==> src/crc8bfr_pkg.sv <==
package crc8bfr_pkg;

   // frame geometry
   localparam int FRAME_LEN  = 5;
   localparam int BYTE_IDX_W = $clog2(FRAME_LEN);
   localparam int BYTE_CNT_W = $clog2(FRAME_LEN + 1);

   // frame and crc constants
   localparam logic [7:0] HDR_BYTE = 8'h5A;
   localparam logic [7:0] CRC_POLY = 8'h31;
   localparam logic [7:0] CRC_INIT = 8'hFF;

   // lost-link counter
   localparam logic [6:0] LINK_PARK = 7'd100;
   localparam logic [6:0] LINK_MAX  = 7'd127;

   // register file
   localparam int CSR_IDX_W  = 2;
   localparam int CSR_DATA_W = 8;
   localparam logic [CSR_IDX_W-1:0] CSR_TIMEOUT    = CSR_IDX_W'(0);
   localparam logic [CSR_IDX_W-1:0] CSR_DISCONNECT = CSR_IDX_W'(1);
   localparam logic [7:0] TIMEOUT_RST    = 8'd3;
   localparam logic [6:0] DISCONNECT_RST = 7'd60;

   typedef enum logic [1:0] {
      FRAME_NONE = 2'd0,
      FRAME_OK   = 2'd1,
      FRAME_BAD  = 2'd2
   } frame_res_type;

   typedef struct packed {
      logic       req_type;
      logic [7:0] rx_byte;
   } req_word_type;

   typedef struct packed {
      logic [1:0] frame_result;
      logic       battery_lithium;
      logic       charging;
   } rsp_word_type;

   typedef enum logic [2:0] {
      ST_IDLE,
      ST_CRC,
      ST_APPLY,
      ST_LINK,
      ST_FINISH
   } ctl_state_type;

   // controller to datapath
   typedef struct packed {
      logic take_byte;
      logic take_tick;
      logic crc_step;
      logic apply_check;
      logic link_step;
      logic load_rsp;
   } dp_cmd_type;

   // datapath to controller
   typedef struct packed {
      logic check_due;
      logic crc_last;
      logic rsp_free;
   } dp_sts_type;

   // one byte through the msb-first crc-8 shift register
   function automatic logic [7:0] crc8_update(input logic [7:0] crc, input logic [7:0] data);
      logic [7:0] c;
      c = crc ^ data;
      for (int b = 0; b < 8; b++) begin
         if (c[7]) begin
            c = {c[6:0], 1'b0} ^ CRC_POLY;
         end else begin
            c = {c[6:0], 1'b0};
         end
      end
      return c;
   endfunction

endpackage

==> src/crc8_battery_frame_receiver_unit.sv <==
// sequence: a byte word goes straight to the result hand-off; a tick that checks
//   nothing passes the lost-link update first; a tick that checks the frame walks the
//   crc over every buffered byte but the last, one per cycle, then applies the check
//   and the lost-link update; the hand-off waits while the output register is full
// flow: one word at a time, the next word taken the cycle after the result is loaded into the output register
// reset: synchronous, clears buffer, counters and flags, timeout 3, disconnect limit 60
module crc8_battery_frame_receiver_unit
   import crc8bfr_pkg::*;
(
   input  logic                  clock,
   input  logic                  reset,
   // input words: a uart byte or a 10 ms tick
   input  logic                  req_valid,
   output logic                  req_ready,
   input  req_word_type          req_word,
   // result words: check outcome and battery state
   output logic                  rsp_valid,
   input  logic                  rsp_ready,
   output rsp_word_type          rsp_word,
   // register writes, always taken
   input  logic                  csr_valid,
   output logic                  csr_ready,
   input  logic [CSR_IDX_W-1:0]  csr_index,
   input  logic [CSR_DATA_W-1:0] csr_data
);

   dp_cmd_type cmd;
   dp_sts_type sts;

   assign csr_ready = 1'b1;

   // sequencer: accept, crc walk, apply check, lost-link update, hand off
   crc8bfr_ctrl u_ctrl (
      .clock       (clock),
      .reset       (reset),
      .req_valid   (req_valid),
      .req_is_tick (req_word.req_type),
      .req_ready   (req_ready),
      .sts         (sts),
      .cmd         (cmd)
   );

   // frame buffer, timers, flags, crc register and output register
   crc8bfr_datapath u_datapath (
      .clock     (clock),
      .reset     (reset),
      .req_word  (req_word),
      .csr_valid (csr_valid),
      .csr_index (csr_index),
      .csr_data  (csr_data),
      .cmd       (cmd),
      .sts       (sts),
      .rsp_valid (rsp_valid),
      .rsp_ready (rsp_ready),
      .rsp_word  (rsp_word)
   );

endmodule

==> src/crc8bfr_ctrl.sv <==
module crc8bfr_ctrl
   import crc8bfr_pkg::*;
(
   input  logic          clock,
   input  logic          reset,
   input  logic          req_valid,
   input  logic          req_is_tick,
   output logic          req_ready,
   input  dp_sts_type    sts,
   output dp_cmd_type    cmd
);

   ctl_state_type state_ff, state_in;

   always_ff @(posedge clock) begin
      if (reset) begin
         state_ff <= ST_IDLE;
      end else begin
         state_ff <= state_in;
      end
   end

   always_comb begin
      state_in  = state_ff;
      cmd       = '0;
      req_ready = 1'b0;
      unique case (state_ff)
         ST_IDLE: begin
            req_ready = 1'b1;
            if (req_valid) begin
               if (req_is_tick) begin
                  cmd.take_tick = 1'b1;
                  state_in      = sts.check_due ? ST_CRC : ST_LINK;
               end else begin
                  cmd.take_byte = 1'b1;
                  state_in      = ST_FINISH;
               end
            end
         end
         ST_CRC: begin
            cmd.crc_step = 1'b1;
            if (sts.crc_last) begin
               state_in = ST_APPLY;
            end
         end
         ST_APPLY: begin
            cmd.apply_check = 1'b1;
            state_in        = ST_LINK;
         end
         ST_LINK: begin
            cmd.link_step = 1'b1;
            state_in      = ST_FINISH;
         end
         ST_FINISH: begin
            if (sts.rsp_free) begin
               cmd.load_rsp = 1'b1;
               state_in     = ST_IDLE;
            end
         end
         default: begin
            state_in = ST_IDLE;
         end
      endcase
   end

endmodule

==> src/crc8bfr_datapath.sv <==
module crc8bfr_datapath
   import crc8bfr_pkg::*;
(
   input  logic                  clock,
   input  logic                  reset,
   input  req_word_type          req_word,
   input  logic                  csr_valid,
   input  logic [CSR_IDX_W-1:0]  csr_index,
   input  logic [CSR_DATA_W-1:0] csr_data,
   input  dp_cmd_type            cmd,
   output dp_sts_type            sts,
   output logic                  rsp_valid,
   input  logic                  rsp_ready,
   output rsp_word_type          rsp_word
);

   logic [7:0]            timeout_ff, timeout_in;
   logic [6:0]            disc_limit_ff, disc_limit_in;
   logic [7:0]            buf_ff [FRAME_LEN];
   logic [7:0]            buf_in [FRAME_LEN];
   logic [BYTE_CNT_W-1:0] count_ff, count_in;
   logic                  full_ff, full_in;
   logic [7:0]            silence_ff, silence_in;
   logic [6:0]            link_ff, link_in;
   logic                  lith_ff, lith_in;
   logic                  chg_ff, chg_in;
   logic [7:0]            crc_ff, crc_in;
   logic [BYTE_IDX_W-1:0] crc_idx_ff, crc_idx_in;
   frame_res_type         res_ff, res_in;
   logic                  rsp_valid_ff, rsp_valid_in;
   rsp_word_type          rsp_word_ff, rsp_word_in;

   logic [7:0]            first_byte;
   logic [BYTE_CNT_W-1:0] count_next;
   logic                  frame_ok;
   logic [6:0]            link_inc;

   always_ff @(posedge clock) begin
      if (reset) begin
         timeout_ff    <= TIMEOUT_RST;
         disc_limit_ff <= DISCONNECT_RST;
         for (int i = 0; i < FRAME_LEN; i++) begin
            buf_ff[i] <= '0;
         end
         count_ff      <= '0;
         full_ff       <= 1'b0;
         silence_ff    <= '0;
         link_ff       <= '0;
         lith_ff       <= 1'b0;
         chg_ff        <= 1'b0;
         res_ff        <= FRAME_NONE;
         rsp_valid_ff  <= 1'b0;
      end else begin
         timeout_ff    <= timeout_in;
         disc_limit_ff <= disc_limit_in;
         buf_ff        <= buf_in;
         count_ff      <= count_in;
         full_ff       <= full_in;
         silence_ff    <= silence_in;
         link_ff       <= link_in;
         lith_ff       <= lith_in;
         chg_ff        <= chg_in;
         res_ff        <= res_in;
         rsp_valid_ff  <= rsp_valid_in;
      end
      crc_ff      <= crc_in;
      crc_idx_ff  <= crc_idx_in;
      rsp_word_ff <= rsp_word_in;
   end

   // header seen after writing the byte
   assign first_byte = (count_ff == '0) ? req_word.rx_byte : buf_ff[0];
   assign count_next = (first_byte != HDR_BYTE) ? '0 : BYTE_CNT_W'(count_ff + 1'b1);

   assign frame_ok = (buf_ff[0] == HDR_BYTE) && (buf_ff[1] <= 8'd1)
                  && (crc_ff == buf_ff[FRAME_LEN-1]);

   assign link_inc = (link_ff < LINK_MAX) ? 7'(link_ff + 1'b1) : link_ff;

   always_comb begin
      timeout_in    = timeout_ff;
      disc_limit_in = disc_limit_ff;
      buf_in        = buf_ff;
      count_in      = count_ff;
      full_in       = full_ff;
      silence_in    = silence_ff;
      link_in       = link_ff;
      lith_in       = lith_ff;
      chg_in        = chg_ff;
      crc_in        = crc_ff;
      crc_idx_in    = crc_idx_ff;
      res_in        = res_ff;
      rsp_valid_in  = rsp_valid_ff;
      rsp_word_in   = rsp_word_ff;

      if (csr_valid) begin
         if (csr_index == CSR_TIMEOUT) begin
            timeout_in = csr_data[7:0];
         end else if (csr_index == CSR_DISCONNECT) begin
            disc_limit_in = csr_data[6:0];
         end
      end

      if (cmd.take_byte) begin
         res_in = FRAME_NONE;
         if (!full_ff) begin
            silence_in = timeout_ff;
            if (count_ff < BYTE_CNT_W'(FRAME_LEN)) begin
               buf_in[count_ff[BYTE_IDX_W-1:0]] = req_word.rx_byte;
               count_in = count_next;
               full_in  = (count_next >= BYTE_CNT_W'(FRAME_LEN));
            end else begin
               count_in = '0;
               full_in  = 1'b1;
            end
         end
      end

      if (cmd.take_tick) begin
         res_in     = FRAME_NONE;
         crc_in     = CRC_INIT;
         crc_idx_in = '0;
         if (full_ff) begin
            silence_in = '0;
         end else if (silence_ff != '0) begin
            silence_in = 8'(silence_ff - 1'b1);
         end
      end

      if (cmd.crc_step) begin
         crc_in     = crc8_update(crc_ff, buf_ff[crc_idx_ff]);
         crc_idx_in = BYTE_IDX_W'(crc_idx_ff + 1'b1);
      end

      if (cmd.apply_check) begin
         if (frame_ok) begin
            res_in  = FRAME_OK;
            link_in = '0;
            if (buf_ff[1] == '0 && buf_ff[2] == '0 && buf_ff[3] == '0) begin
               lith_in = 1'b0;
            end else begin
               lith_in = 1'b1;
               chg_in  = (buf_ff[1] != '0);
            end
         end else begin
            res_in = FRAME_BAD;
         end
         for (int i = 0; i < FRAME_LEN; i++) begin
            buf_in[i] = '0;
         end
         count_in = '0;
         full_in  = 1'b0;
      end

      if (cmd.link_step) begin
         if (link_inc > disc_limit_ff) begin
            link_in = LINK_PARK;
            lith_in = 1'b0;
         end else begin
            link_in = link_inc;
         end
      end

      // output register: a load wins over a retire in the same cycle
      if (rsp_valid_ff && rsp_ready) begin
         rsp_valid_in = 1'b0;
      end
      if (cmd.load_rsp) begin
         rsp_valid_in                = 1'b1;
         rsp_word_in.frame_result    = res_ff;
         rsp_word_in.battery_lithium = lith_ff;
         rsp_word_in.charging        = chg_ff;
      end
   end

   assign sts.check_due = full_ff || (silence_ff == 8'd1);
   assign sts.crc_last  = (crc_idx_ff == BYTE_IDX_W'(FRAME_LEN - 2));
   assign sts.rsp_free  = !rsp_valid_ff || rsp_ready;

   assign rsp_valid = rsp_valid_ff;
   assign rsp_word  = rsp_word_ff;

endmodule

==> config.mk <==
export PLATFORM = sky130hd
export DESIGN_NAME = crc8_battery_frame_receiver_unit
export DESIGN_NICKNAME = d
export VERILOG_FILES = /design/src/crc8bfr_pkg.sv /design/src/crc8_battery_frame_receiver_unit.sv /design/src/crc8bfr_ctrl.sv /design/src/crc8bfr_datapath.sv
export SDC_FILE = /design/constraint.sdc
export NUM_CORES = 1
export LEC_CHECK = 0
export ABC_AREA = 1
export BUFFER_PORTS_ARGS = -buffer_cell sky130_fd_sc_hd__buf_2
export CAP_MARGIN = 10
export CORE_ASPECT_RATIO = 1.1
export CORE_MARGIN = 4
export CORE_UTILIZATION = 25
export CTS_BUF_LIST = sky130_fd_sc_hd__clkbuf_16
export DETAILED_ROUTE_END_ITERATION = 8
export GPL_TIMING_DRIVEN = 0
export SETUP_SLACK_MARGIN = 0.4
export SYNTH_ARGS = -nofsm -noshare
export SYNTH_HDL_FRONTEND = slang
export SYNTH_SLANG_ARGS = --single-unit
==> constraint.sdc <==
create_clock -name clock -period 4 [get_ports clock]
set_clock_uncertainty 0.15 [all_clocks]
set_input_delay 0.6 -clock clock [delete_from_list [all_inputs] [get_ports clock]]
set_output_delay 0.6 -clock clock [all_outputs]
set_load 0.01 [all_outputs]
==> impl_metrics.csv <==
group,metric,value,unit
status,status,"finished clean",
sta,setup_viol,0,
power_and_ir_drop,swShare,38.80,%
layout,nNetsFinal,790,
route,drc,0,
sta,finalCritPeriodShare,60.65,%
setup_path,cp_common_cell,"nand2_1",
global_route,grt_max_degree,16,
sta,hold_violations,0,
synth,synth_simple_gate_area_share,28.90,%
power_and_ir_drop,power_switching,0.001321,W
clock_tree,clk_latency,340,ps
layout,fillers,2244,
sta,relSlewSlack,51.92,%
synth,syn_avg_cell_area,7.336,um^2
job,drv_cap,0,
synth,synthArstFlopShare,0,%
synth,synth-xor-area-share,1.681,%
power_and_ir_drop,ir_drop,0.2135,mV
route,vias_per_cell,4.631,
clock_tree,cts_hold_buf,0,
synth,synth-seq-area-share,40.16,%
route,wirelength_met1,6048,um
synth,syn_inst,710,
layout,diodes,0,
layout,instances_no_fill,1012,
floorplan,dieArea,23210,um^2
sta,fin_tns_setup,0,ps
synth,yosysTopAreaCell,"dfxtp_1",
synth,synth_top_family_by_area,"simple AND/OR/NAND/NOR gates",
setup_path,worstPathCellList,"ha_1, nand2_1, nor2_1, xor2_1, nand2_1, ha_1, nand2_1, nor2_1, nand2_1, o211ai_1, nand3_1, a31oi_1",
setup_path,crit_family,"simple AND/OR/NAND/NOR gates",
sta,slew_violations,0,
power_and_ir_drop,p_seq_share,36.3,%
global_route,grt_pass1_vias,4321,
placement,gp_congestion,0.8715,
global_route,grt_pass1_wl,21630,um
global_route,gr-total-overflow,0,
power_and_ir_drop,finalPower,0.003405,W
synth,synthMostInstantiatedCell,"nand2_1",
sta,tightest_slew,717.2,ps
route,vias,4687,
setup_path,max_stage_delay,400,ps
synth,muxShareOfSynthArea,0,%
route,drt-total-wl,13100,um
route,ant_nets,0,
route,wl_met2,6296,um
synth,synthTopCellsByCount,"nand2_1 (155), inv_1 (88), dfxtp_1 (82), nand3_1 (71), nor2_1 (64)",
layout,final_layout_size_suffix_gt1_share,11.24,%
power_and_ir_drop,p_comb_share,37.7,%
synth,synth-compound-area-share,16.00,%
clock_tree,htreeDepth,3,
route,top_layer_used,"met5",
synth,synth_fa_ha_area_share,3.603,%
floorplan,num_rows,55,
power_and_ir_drop,p_per_area,568.7,nW/um^2
floorplan,pin_count,31,
placement,io_buffers,29,
clock_tree,cts_buffers,9,
setup_path,end_kind,"flop",
setup_path,required,4120,ps
route,drtIter0Drc,315,
global_route,grtUsageTotal,11.30,%
floorplan,fp.dieW,145.6,um
synth,synth_seq_cells,97,
setup_path,critPathArrivalTime,2540,ps
power_and_ir_drop,intPower,0.002084,W
synth,ys_warn_count,0,
clock_tree,path_clk_slew,70,ps
clock_tree,post_cts_resized,0,
sta,post-route-min-period,2426,ps
clock_tree,cts_num_sinks,97,
synth,yosys.area.top_type_share,31.52,%
global_route,antenna_found_initial,1,
clock_tree,cts_setup_buffers,0,
route,wl_per_cell,12.94,um
placement,pre_cts_slack,1586,ps
setup_path,crit_path_max_fanout,5,
setup_path,critical_path_class,"flop to flop",
sta,whs,291.9,ps
placement,dp.cells,996,
setup_path,path_buf_inv,0,
synth,synth_area,5209,um^2
placement,hpwl,9903,um
floorplan,die_y,159.4,um
clock_tree,cts_tree,"built",
setup_path,cp_slowest_cell,"dfxtp_1",
floorplan,fp.coreArea,20510,um^2
route,met3WireLength,504,um
synth,syn_nets,749,
min_path,hold_path_class,"flop to flop",
synth,synthFlopType,"dfxtp_1",
layout,areaGrowthSynthToFinish,14.97,%
sta,fmax,0.4122,GHz
route,dr.pass1.iters,6,
sta,rsz0062_at_grt,"false",
power_and_ir_drop,clockPowerShare,26.0,%
power_and_ir_drop,leakagePower,2.548,nW
synth,synth_cell_types,39,
synth,synthTopCellsByArea,"dfxtp_1 (32%), nand2_1 (11%), edfxtp_1 (8.6%)",
sta,setup_ws,1574,ps
clock_tree,clock-root-buffer,"clkbuf_16",
floorplan,initial_core_util,25.40,%
synth,synth_edf_count,15,
clock_tree,cts_buffer_depth,2,
setup_path,start_kind,"flop",
[metal layers]
metal  up-vias  global-route usage [%]
met4         2                   3.886
li1       2445                       -
met5         -                       0
met2        84                   19.13
met1      2134                   14.41
met3        22                   2.192
[cell families after synthesis]
| family | count (synthesis) |
|---|---|
| AO/OA/AOI/OAI | 146 |
| XOR/XNOR | 10 |
| adder cells (fa/ha/maj) | 15 |
| buffers and inverters | 114 |
| flip-flops | 97 |
| other | 1 |
| AND/OR/NAND/NOR | 327 |
[sequential cells by signal, summed over array words and instances (netlist names)]
signal / cells
u_ctrl.state_ff: 3
u_datapath.buf_ff: 40
u_datapath.chg_ff: 1
u_datapath.count_ff: 3
u_datapath.crc_ff: 8
u_datapath.crc_idx_ff: 3
u_datapath.disc_limit_ff: 7
u_datapath.full_ff: 1
u_datapath.link_ff: 7
u_datapath.lith_ff: 1
u_datapath.res_ff: 2
u_datapath.rsp_valid: 1
u_datapath.rsp_word: 4
u_datapath.silence_ff: 8
u_datapath.timeout_ff: 8
[area by class of cell]
class                   instances  area [um^2]  share of cell area [%]
plain buffers                  20        146.4                   2.445
clock buffers                  10        250.2                   4.179
clock inverters                 6        56.30                  0.9402
inverters                      94        352.8                   5.892
multi-input cells             499         2618                   43.71
flip-flops and latches         97         2092                   34.94
well taps                     256        320.3                   5.349
repair buffers                 30        152.6                   2.549
[per-stage QoR]
step | util, % | cell area [um^2]
after floorplan | - | 5209
final | 29.20 | 5988
after global routing | 29.20 | 5988
after CTS | 29.20 | 5988
after detailed placement | 27.71 | 5682
after global placement | 27.67 | 5674
[cell usage in the layout, fill, tap and decap left out, types with 3 or more instances in the layout]
cell type and n:
a211oi_1 11, a211oi_2 4, a21oi_1 61, a31oi_1 3, buf_2 32, buf_4 5
buf_6 7, clkbuf_1 4, clkbuf_16 10, clkinv_1 4, dfxtp_1 82, edfxtp_1 15
ha_1 15, inv_1 89, inv_2 4, nand2_1 155, nand2_2 3, nand3_1 71
nand4_1 6, nor2_1 64, nor3_1 4, nor3_2 4, nor3_4 6, nor4_1 6
o211ai_1 8, o21ai_0 46, o21ai_1 6, o31ai_1 3, or2_2 4, xnor2_1 3
xor2_1 7
[worst register-to-register path, cell delays in order, from the launching register on]
cell and delay, ps:
dfxtp_1 400, ha_1 190, nand2_1 70, nor2_1 190, xor2_1 170, nand2_1 100, ha_1 300, nand2_1 60
nor2_1 140, nand2_1 70, o211ai_1 100, nand3_1 190, a31oi_1 210
[worst paths after layout]
| check | from | cells after the start | endpoint | slack [ps] |
|---|---|---|---|---|
| worst max-delay path | u_datapath.link_ff[0]$_SDFFE_PP0P_ | 12 | u_datapath.link_ff[5]$_SDFFE_PP0P_ | 1570 |
| worst min-delay path | u_datapath.lith_ff$_SDFF_PP0_ | 0 | u_datapath.rsp_word[1]$_DFFE_PP_ | 290 |
| worst max register to register | u_datapath.link_ff[0]$_SDFFE_PP0P_ | 12 | u_datapath.link_ff[5]$_SDFFE_PP0P_ | 1570 |
| worst min register to register | u_datapath.lith_ff$_SDFF_PP0_ | 0 | u_datapath.rsp_word[1]$_DFFE_PP_ | 290 |
[power groups by stage]
stage	logic, W	registers [W]	clock network (W)
final	0.00128	0.00123	0.000887
after global routing	0.00147	0.00125	0.000954
after CTS	0.00129	0.00124	0.000914
after detailed placement	0.00129	0.00126	0
after global placement	0.00126	0.00126	0
after floorplan	0.000981	0.00124	0
Note: power is estimated with default switching activity, not from simulation.
